$ cat src/rtl/tbpc_pkg.sv
// Shared types, constants and register indexes of the two-button press classifier.
package tbpc_pkg;

  localparam int unsigned CntW = 16;
  localparam int unsigned CfgIdxW = 2;
  localparam int unsigned CodeW = 2;

  localparam logic [CntW-1:0] CntMax = {CntW{1'b1}};

  localparam logic [CntW-1:0] DebounceReset = 16'd50;
  localparam logic [CntW-1:0] LongReset = 16'd2000;
  localparam logic [CntW-1:0] CancelReset = 16'd11000;

  localparam logic [CfgIdxW-1:0] CfgDebounce = 2'd0;
  localparam logic [CfgIdxW-1:0] CfgLong = 2'd1;
  localparam logic [CfgIdxW-1:0] CfgCancel = 2'd2;

  localparam logic [CodeW-1:0] CodeCancel = 2'd0;
  localparam logic [CodeW-1:0] CodeA = 2'd1;
  localparam logic [CodeW-1:0] CodeB = 2'd2;
  localparam logic [CodeW-1:0] CodeLong = 2'd3;

  typedef enum logic [1:0] {
    PH_IDLE     = 2'd0,
    PH_DEBOUNCE = 2'd1,
    PH_HOLD     = 2'd2
  } phase_e;

  typedef struct packed {
    logic button_a;
    logic button_b;
    logic buffer_busy;
    logic state_busy;
  } tick_t;

endpackage

$ cat src/rtl/tbpc_if.sv
// Valid/ready channel interfaces for the tick input and the press code output.
interface tbpc_in_if;
  logic valid;
  logic ready;
  logic button_a;
  logic button_b;
  logic buffer_busy;
  logic state_busy;

  modport source (output valid, output button_a, output button_b,
                  output buffer_busy, output state_busy, input ready);
  modport sink (input valid, input button_a, input button_b,
                input buffer_busy, input state_busy, output ready);
endinterface

interface tbpc_out_if;
  logic       valid;
  logic       ready;
  logic [1:0] press_code;

  modport source (output valid, output press_code, input ready);
  modport sink (input valid, input press_code, output ready);
endinterface

$ cat src/rtl/tbpc_in_stage.sv
// Input register that holds one tick beat until the classifier takes it.
module tbpc_in_stage import tbpc_pkg::*; (
  input  logic  clk_i,
  input  logic  rst_ni,
  input  logic  in_valid_i,
  output logic  in_ready_o,
  input  tick_t in_tick_i,
  output logic  tick_valid_o,
  output tick_t tick_o,
  input  logic  tick_take_i
);

  logic  valid_q, valid_d;
  tick_t tick_q;

  assign in_ready_o = !valid_q || tick_take_i;

  always_comb begin
    valid_d = valid_q;
    if (in_valid_i && in_ready_o) begin
      valid_d = 1'b1;
    end else if (tick_take_i) begin
      valid_d = 1'b0;
    end
  end

  always_ff @(posedge clk_i or negedge rst_ni) begin
    if (!rst_ni) begin
      valid_q <= 1'b0;
    end else begin
      valid_q <= valid_d;
    end
  end

  always_ff @(posedge clk_i) begin
    if (in_valid_i && in_ready_o) begin
      tick_q <= in_tick_i;
    end
  end

  assign tick_valid_o = valid_q;
  assign tick_o       = tick_q;

endmodule

$ cat src/rtl/tbpc_core.sv
// Press classification state, timing registers and the press code output register.
module tbpc_core import tbpc_pkg::*; (
  input  logic               clk_i,
  input  logic               rst_ni,
  input  logic               cfg_we_i,
  input  logic [CfgIdxW-1:0] cfg_idx_i,
  input  logic [CntW-1:0]    cfg_data_i,
  input  logic               tick_valid_i,
  input  tick_t              tick_i,
  output logic               tick_take_o,
  output logic               out_valid_o,
  input  logic               out_ready_i,
  output logic [CodeW-1:0]   out_code_o
);

  logic [CntW-1:0]  deb_ticks_q, long_ticks_q, cancel_ticks_q;
  phase_e           phase_q, phase_d;
  logic [CntW-1:0]  deb_cnt_q, deb_cnt_d;
  logic [CntW-1:0]  hold_cnt_q, hold_cnt_d;
  logic [CodeW-1:0] pend_q, pend_d;
  logic             out_valid_q, out_valid_d;
  logic [CodeW-1:0] code_q, code_d;

  logic             pressed, busy;
  logic             emit;
  logic [CodeW-1:0] emit_code;
  logic [CntW-1:0]  deb_inc, hold_inc;
  logic [CodeW-1:0] accept_code;

  assign tick_take_o = tick_valid_i && (!out_valid_q || out_ready_i);

  assign pressed     = tick_i.button_a || tick_i.button_b;
  assign busy        = tick_i.buffer_busy || tick_i.state_busy;
  assign accept_code = tick_i.button_a ? CodeA : CodeB;
  assign deb_inc     = (deb_cnt_q == CntMax) ? deb_cnt_q : deb_cnt_q + 1'b1;
  assign hold_inc    = (hold_cnt_q == CntMax) ? hold_cnt_q : hold_cnt_q + 1'b1;

  // Next state of the classifier for the tick now in the input register.
  always_comb begin
    phase_d    = phase_q;
    deb_cnt_d  = deb_cnt_q;
    hold_cnt_d = hold_cnt_q;
    pend_d     = pend_q;
    emit       = 1'b0;
    emit_code  = CodeCancel;
    if (busy) begin
      // An abandoned hold reports its code unless both flags are up.
      if (phase_q == PH_HOLD) begin
        emit      = 1'b1;
        emit_code = (tick_i.buffer_busy && tick_i.state_busy) ? CodeCancel : pend_q;
      end
      phase_d    = PH_IDLE;
      deb_cnt_d  = '0;
      hold_cnt_d = '0;
    end else begin
      case (phase_q)
        PH_DEBOUNCE: begin
          if (!pressed) begin
            phase_d    = PH_IDLE;
            deb_cnt_d  = '0;
            hold_cnt_d = '0;
          end else if (deb_inc >= deb_ticks_q) begin
            phase_d    = PH_HOLD;
            pend_d     = accept_code;
            deb_cnt_d  = '0;
            hold_cnt_d = '0;
          end else begin
            deb_cnt_d = deb_inc;
          end
        end
        PH_HOLD: begin
          if (!pressed) begin
            emit       = 1'b1;
            emit_code  = pend_q;
            phase_d    = PH_IDLE;
            deb_cnt_d  = '0;
            hold_cnt_d = '0;
          end else if (hold_inc >= cancel_ticks_q) begin
            emit       = 1'b1;
            emit_code  = CodeCancel;
            phase_d    = PH_IDLE;
            deb_cnt_d  = '0;
            hold_cnt_d = '0;
          end else begin
            hold_cnt_d = hold_inc;
            if (hold_inc >= long_ticks_q) begin
              pend_d = CodeLong;
            end
          end
        end
        default: begin
          // Idle: a debounce time of zero or one accepts on the first pressed tick.
          phase_d    = PH_IDLE;
          deb_cnt_d  = '0;
          hold_cnt_d = '0;
          if (pressed) begin
            if (deb_ticks_q <= CntW'(1)) begin
              phase_d = PH_HOLD;
              pend_d  = accept_code;
            end else begin
              phase_d   = PH_DEBOUNCE;
              deb_cnt_d = CntW'(1);
            end
          end
        end
      endcase
    end
  end

  always_comb begin
    out_valid_d = out_valid_q;
    code_d      = code_q;
    if (tick_take_o && emit) begin
      out_valid_d = 1'b1;
      code_d      = emit_code;
    end else if (out_ready_i) begin
      out_valid_d = 1'b0;
    end
  end

  always_ff @(posedge clk_i or negedge rst_ni) begin
    if (!rst_ni) begin
      deb_ticks_q    <= DebounceReset;
      long_ticks_q   <= LongReset;
      cancel_ticks_q <= CancelReset;
    end else if (cfg_we_i) begin
      case (cfg_idx_i)
        CfgDebounce: deb_ticks_q    <= cfg_data_i;
        CfgLong:     long_ticks_q   <= cfg_data_i;
        CfgCancel:   cancel_ticks_q <= cfg_data_i;
        default: begin
        end
      endcase
    end
  end

  always_ff @(posedge clk_i or negedge rst_ni) begin
    if (!rst_ni) begin
      phase_q     <= PH_IDLE;
      deb_cnt_q   <= '0;
      hold_cnt_q  <= '0;
      pend_q      <= CodeCancel;
      out_valid_q <= 1'b0;
    end else begin
      if (tick_take_o) begin
        phase_q    <= phase_d;
        deb_cnt_q  <= deb_cnt_d;
        hold_cnt_q <= hold_cnt_d;
        pend_q     <= pend_d;
      end
      out_valid_q <= out_valid_d;
    end
  end

  always_ff @(posedge clk_i) begin
    code_q <= code_d;
  end

  assign out_valid_o = out_valid_q;
  assign out_code_o  = code_q;

endmodule

$ cat src/rtl/two_button_press_classifier_top.sv
// Top level of the two-button press classifier: input register, classifier core.
// A tick beat passes through the input register, and any press code it gives is held in the output register.
// Throughput: one tick beat per cycle unless an unread code stalls it; the classifier state updates once per beat.
// The input register and the output register let a new beat enter while a code waits.
// Reset (rst_ni low, asynchronous) empties both registers, returns to idle with cleared
// counters and loads debounce 50, long press 2000 and cancel 11000 ticks.
module two_button_press_classifier_top import tbpc_pkg::*; (
  input  logic               clk_i,
  input  logic               rst_ni,
  input  logic               cfg_we_i,
  input  logic [CfgIdxW-1:0] cfg_idx_i,
  input  logic [CntW-1:0]    cfg_data_i,
  tbpc_in_if.sink            in_i,
  tbpc_out_if.source         out_o
);

  tick_t in_tick, tick;
  logic  tick_valid, tick_take;

  assign in_tick.button_a    = in_i.button_a;
  assign in_tick.button_b    = in_i.button_b;
  assign in_tick.buffer_busy = in_i.buffer_busy;
  assign in_tick.state_busy  = in_i.state_busy;

  tbpc_in_stage u_in_stage (
    .clk_i        (clk_i),
    .rst_ni       (rst_ni),
    .in_valid_i   (in_i.valid),
    .in_ready_o   (in_i.ready),
    .in_tick_i    (in_tick),
    .tick_valid_o (tick_valid),
    .tick_o       (tick),
    .tick_take_i  (tick_take)
  );

  tbpc_core u_core (
    .clk_i        (clk_i),
    .rst_ni       (rst_ni),
    .cfg_we_i     (cfg_we_i),
    .cfg_idx_i    (cfg_idx_i),
    .cfg_data_i   (cfg_data_i),
    .tick_valid_i (tick_valid),
    .tick_i       (tick),
    .tick_take_o  (tick_take),
    .out_valid_o  (out_o.valid),
    .out_ready_i  (out_o.ready),
    .out_code_o   (out_o.press_code)
  );

endmodule

$ cat src/flat_wrapper.sv
// flat-port wrapper written by rule: the top's interface ports become plain ports
module two_button_press_classifier_top_flat import tbpc_pkg::*;
  (clk_i, rst_ni, cfg_we_i, cfg_idx_i, cfg_data_i, in_i_valid, in_i_button_a, in_i_button_b, in_i_buffer_busy, in_i_state_busy, in_i_ready, out_o_valid, out_o_press_code, out_o_ready);
  tbpc_in_if in_i_i ();
  tbpc_out_if out_o_i ();
  input  logic clk_i;
  input  logic rst_ni;
  input  logic cfg_we_i;
  input  logic [CfgIdxW-1:0] cfg_idx_i;
  input  logic [CntW-1:0] cfg_data_i;
  input wire logic [$bits(in_i_i.valid)-1:0] in_i_valid;
  input wire logic [$bits(in_i_i.button_a)-1:0] in_i_button_a;
  input wire logic [$bits(in_i_i.button_b)-1:0] in_i_button_b;
  input wire logic [$bits(in_i_i.buffer_busy)-1:0] in_i_buffer_busy;
  input wire logic [$bits(in_i_i.state_busy)-1:0] in_i_state_busy;
  output wire logic [$bits(in_i_i.ready)-1:0] in_i_ready;
  output wire logic [$bits(out_o_i.valid)-1:0] out_o_valid;
  output wire logic [$bits(out_o_i.press_code)-1:0] out_o_press_code;
  input wire logic [$bits(out_o_i.ready)-1:0] out_o_ready;
  assign in_i_i.valid = in_i_valid;
  assign in_i_i.button_a = in_i_button_a;
  assign in_i_i.button_b = in_i_button_b;
  assign in_i_i.buffer_busy = in_i_buffer_busy;
  assign in_i_i.state_busy = in_i_state_busy;
  assign in_i_ready = in_i_i.ready;
  assign out_o_valid = out_o_i.valid;
  assign out_o_press_code = out_o_i.press_code;
  assign out_o_i.ready = out_o_ready;
  two_button_press_classifier_top u_core (.clk_i(clk_i), .rst_ni(rst_ni), .cfg_we_i(cfg_we_i), .cfg_idx_i(cfg_idx_i), .cfg_data_i(cfg_data_i), .in_i(in_i_i), .out_o(out_o_i));
endmodule
$ cat config.mk
export PLATFORM = sky130hd
export DESIGN_NAME = two_button_press_classifier_top_flat
export DESIGN_NICKNAME = d
export VERILOG_FILES = /design/src/rtl/tbpc_pkg.sv /design/src/rtl/tbpc_if.sv /design/src/rtl/tbpc_in_stage.sv /design/src/rtl/tbpc_core.sv /design/src/rtl/two_button_press_classifier_top.sv /design/src/flat_wrapper.sv
export SDC_FILE = /design/constraint.sdc
export NUM_CORES = 1
export LEC_CHECK = 0
export BUFFER_PORTS_ARGS = -buffer_cell sky130_fd_sc_hd__buf_2
export CAP_MARGIN = 20
export CORE_UTILIZATION = 55
export CTS_CLUSTER_DIAMETER = 40
export DETAILED_ROUTE_END_ITERATION = 7
export PLACE_DENSITY = 0.73
export SLEW_MARGIN = 25
export SYNTH_ARGS = -nofsm -noshare
export SYNTH_HDL_FRONTEND = slang
export SYNTH_SLANG_ARGS = --single-unit
$ cat constraint.sdc
create_clock -name clk_i -period 8 [get_ports clk_i]
set_input_delay 1.6 -clock clk_i [delete_from_list [all_inputs] [get_ports clk_i]]
set_output_delay 1.6 -clock clk_i [all_outputs]
set_load 0.005 [all_outputs]
==> results by group <==
Power and ir drop
  – Pwr/cell area: approximately 170 mW/mm^2
  – Sw Share: 26.8%
  – VDD IR-drop max: 0.100 mV
  – Switch Pwr: just under 0.0003 W
  – Comb pwr share: roughly 16%
  – Clk network pwr share: between 30% and 40%
  – Reg power frac: 51.8%
  – Leak: 2.95 nW
  – Internal power: 0.000792 W

Detailed routing
  – Met2 layer wire length in the routed design: between 5000 and 6000 microns
  – DRT Wirelength: roughly 13000 microns
  – WL/cell: approximately 17 microns
  – DR top layer: met4
  – DR iter-0 viols: 198
  – Vias: 4512
  – Antenna viol nets, final: 0
  – Drc violations: 0
  – DR WL met3: 514 microns
  – M1 WL: 6300 microns
  – Pre-antenna DRT Iters: 4
  – Vias per cell: about 5.9

Logic synthesis
  – EDFF count, synth: 6
  – Sequential area share after synthesis: about two fifths
  – Synthesized Nets: slightly below 700
  – Asr flop ratio synth: between 90 and 100%
  – Cell Area, Synth: just under 0.006 sq mm
  – Main synth FF type: dfrtp_1
  – Synth area leader: dfrtp_1
  – Synth top area share: between 20% and 30%
  – Synthesized area per cell: about 9.6 sq um
  – Top cells by area, synth: dfrtp_1 30%, ha_1 11%, mux2_2 7.9%
  – Synth Instances: around 610
  – Post-synthesis register bit count: 92
  – Synth warn: 0
  – Library cells used by synthesis: 60

Timing
  – RSZ-0062 raised after global routing: no
  – Final slew viol count: 0
  – PnR worst setup slack: around 3900 ps
  – Period minus WS final: around 4100 ps
  – Number of setup violations in the final report: 0
  – Final hold violations: 0
  – Period Utilization, post-route: about half
  – Fmax: 0.243 GHz
  – Slew HR: around 34%
  – Setup Skew: approximately 12 ps
  – TNS Setup: 0 ps
  – Worst slew pin tran: a little under 1000 ps

Clock tree
  – Setup Fix Bufs, Post-CTS: 0
  – CTS Buf Count: 9
  – Cells resized by post-CTS repair: 0
  – Worst skew pair latency: 370 ps
  – # hold bufs at CTS: 0
  – Reg clk slew, reported paths: 90 ps
  – Clock sinks: a little over 90
  – H-Tree Depth: 3
  – Longest Clk Path Bufs: 2
  – CTS tree: yes
  – CTS Root Cell: clkbuf_8

Status
  – Status: completed

Place
  – Post-DP HPWL: ~10000 microns
  – Port Buffer Count: 30
  – Setup WS pre-CTS: ~3900 ps
  – Placed inst area: slightly above 0.006 sq mm
  – Routability cong.: a little under 0.9

Floorplanning
  – Die Wd: 105 microns
  – Area of the die: between 0.01 and 0.015 sq mm
  – Starting density of the core: between 50% and 60%
  – Die height: approximately 100 microns
  – Core outline area: ~0.010 sq mm
  – IO Pins: 31
  – Row count: 37

Setup path
  – Crit. End Element: flop
  – Worst EP required: slightly above 8000 ps
  – Cells along the critical path: and4_1 -> nand4_1 -> nor3_1 -> nand3_1 -> mux2_2 -> ha_1 -> nand4_1 -> or3_1 -> a221oi_2 -> or3_1 -> nand3_1 -> mux2_2
  – Startpoint Class: flop
  – Critical path class: flop to flop
  – R2R Path Start: u_core.u_core.hold_cnt_q[6]
  – CP arrival: about 4400 ps
  – Critical path's slowest cell: or3_1
  – Largest stage delay, worst path: between 500 and 600 ps
  – Buf/Inv on CP: 0
  – Critical-path maximum fanout: 11
  – Cell family contributing the most delay on the critical path: simple AND/OR/NAND/NOR gates
  – CP startpoint: u_core.u_core.hold_cnt_q[6]

Cells and area
  – Final core utilization: 61.5%
  – Diode count: 0
  – Fill count: about 860
  – Final std cell area, no fill: ~0.0063 sq mm
  – Layout cell share with drive strength beyond 1: a little under a fifth
  – Area grow syn2layout: 8.69%
  – Nets@finish: 709

Worst hold path
  – HP Start: u_core.u_in_stage.tick_o[3]
  – Hold crit path type: flop to flop

GRT
  – Gr usage total: between 20% and 30%
  – Largest net degree at the start of global routing: 87
  – First-pass GRT wire length: ~22000 microns
  – Initial antenna violation count: 0
  – Vias in the first global route: approximately 4500
  – Grt ovf: 0

Run
  – MaxCap Viol Count: 0
-- per-layer routing --
| metal | global-route usage [%] | vias up |
|---|---|---|
| met5 | 0 | - |
| met4 | 9.66 | 0 |
| met3 | 3.74 | 19 |
| met2 | 38.5 | 106 |
| met1 | 36.3 | 2172 |
| li1 | - | 2215 |
-- placed cells by master (no fill, tap or decap), types with 9 or more instances in the layout --
| cell type | n |
|---|---|
| dfrtp_1 | 69 |
| inv_1 | 67 |
| ha_1 | 52 |
| nand2_1 | 49 |
| mux2_2 | 41 |
| o21ai_0 | 33 |
| a21oi_1 | 31 |
| nor2_1 | 29 |
| buf_2 | 29 |
| nand3_1 | 26 |
| dfstp_2 | 17 |
| nand4_1 | 16 |
| xnor2_1 | 15 |
| nor3_1 | 12 |
| a22o_1 | 11 |
| clkbuf_8 | 10 |
| a21o_1 | 9 |
-- sequential cells by signal (all words and copies together) (netlist names) --
name	flops
u_core.u_core.deb_ticks_q	16
u_core.u_core.phase_q	2
u_core.u_in_stage.tick_o	4
u_core.u_core.pend_q	2
u_core.u_core.deb_cnt_q	16
u_core.u_in_stage.tick_valid_o	1
u_core.u_core.hold_cnt_q	16
u_core.u_core.out_code_o	2
u_core.u_core.cancel_ticks_q	16
u_core.u_core.out_valid_o	1
u_core.u_core.long_ticks_q	16
-- cells in the mapped netlist, types with 2 or more instances --
library cell	instances
o22ai_1	4
o21ai_1	2
ha_1	52
dfstp_2	17
nand2b_1	7
o31ai_1	4
nor2_1	29
edfxtp_1	6
o2bb2ai_1	5
buf_2	3
a21o_1	9
mux2_2	41
o21a_1	4
nor4_1	4
a32o_1	2
o21bai_1	6
and4_1	4
o21ai_0	33
a31oi_1	2
or3_1	6
a41o_1	4
nand4_1	16
nand3_1	26
nand2_1	49
a211oi_1	3
xor2_1	4
clkbuf_1	14
nand3b_1	2
o22a_1	2
or4_1	3
a22o_1	11
xnor2_1	15
a2bb2oi_1	2
nor2b_1	2
or2_2	3
and3_1	6
dfrtp_1	69
and2_1	5
inv_1	67
nor3_1	12
a21oi_1	31
-- final cells by class --
| cell class | count | area [sq um] | share of cell area (%) |
|---|---|---|---|
| clock buffers | 12 | 145 | 2.30 |
| clock inverters | 4 | 72.6 | 1.15 |
| inverters | 67 | 251 | 3.98 |
| multi-input cells | 426 | 3140 | 49.7 |
| well taps | 136 | 170 | 2.69 |
| repair buffers | 34 | 186 | 2.95 |
| flip-flops and latches | 92 | 2350 | 37.2 |
-- power by group through the flow --
stage / combinational [W] / clock [W] / sequential (W)
after floorplan: 0.000122 / 0 / 0.000559
after global placement: 0.000168 / 0 / 0.000566
after detailed placement: 0.000174 / 0 / 0.000569
after CTS: 0.000175 / 0.000355 / 0.000560
after global routing: 0.000200 / 0.000369 / 0.000567
final: 0.000175 / 0.000347 / 0.000560
-- final timing paths --
kind	to	slack, ps	cells after the start
worst max-delay path	u_core.u_core.phase_q[0]	3890	12
min in group asynchronous	u_core.u_core.cancel_ticks_q[10]	1270	1
worst min register to register	u_core.u_core.pend_q[1]	510	1
worst min-delay path	u_core.u_core.pend_q[1]	510	1
worst max register to register	u_core.u_core.phase_q[0]	3890	12
max in group asynchronous	u_core.u_core.out_valid_o	6150	1
-- cells by family after synthesis --
family / share of synthesized area [%]
AO/OA/AOI/OAI: 15.8
XOR/XNOR: 2.86
adder cells (fa/ha/maj): 11.2
buffers and inverters: 5.87
flip-flops: 40.5
multiplexers: 8.11
AND/OR/NAND/NOR: 15.7
-- through the flow --
step / power (W) / std cells / hold WS, ps
after floorplan: 0.000680 / 605 / 463
after global routing: 0.00114 / 771 / 531
final: 0.00108 / 771 / 509
after detailed placement: 0.000742 / 755 / 496
after global placement: 0.000733 / 755 / 478
after CTS: 0.00109 / 771 / 516
No activity file was read; power rests on OpenSTA's default activity.
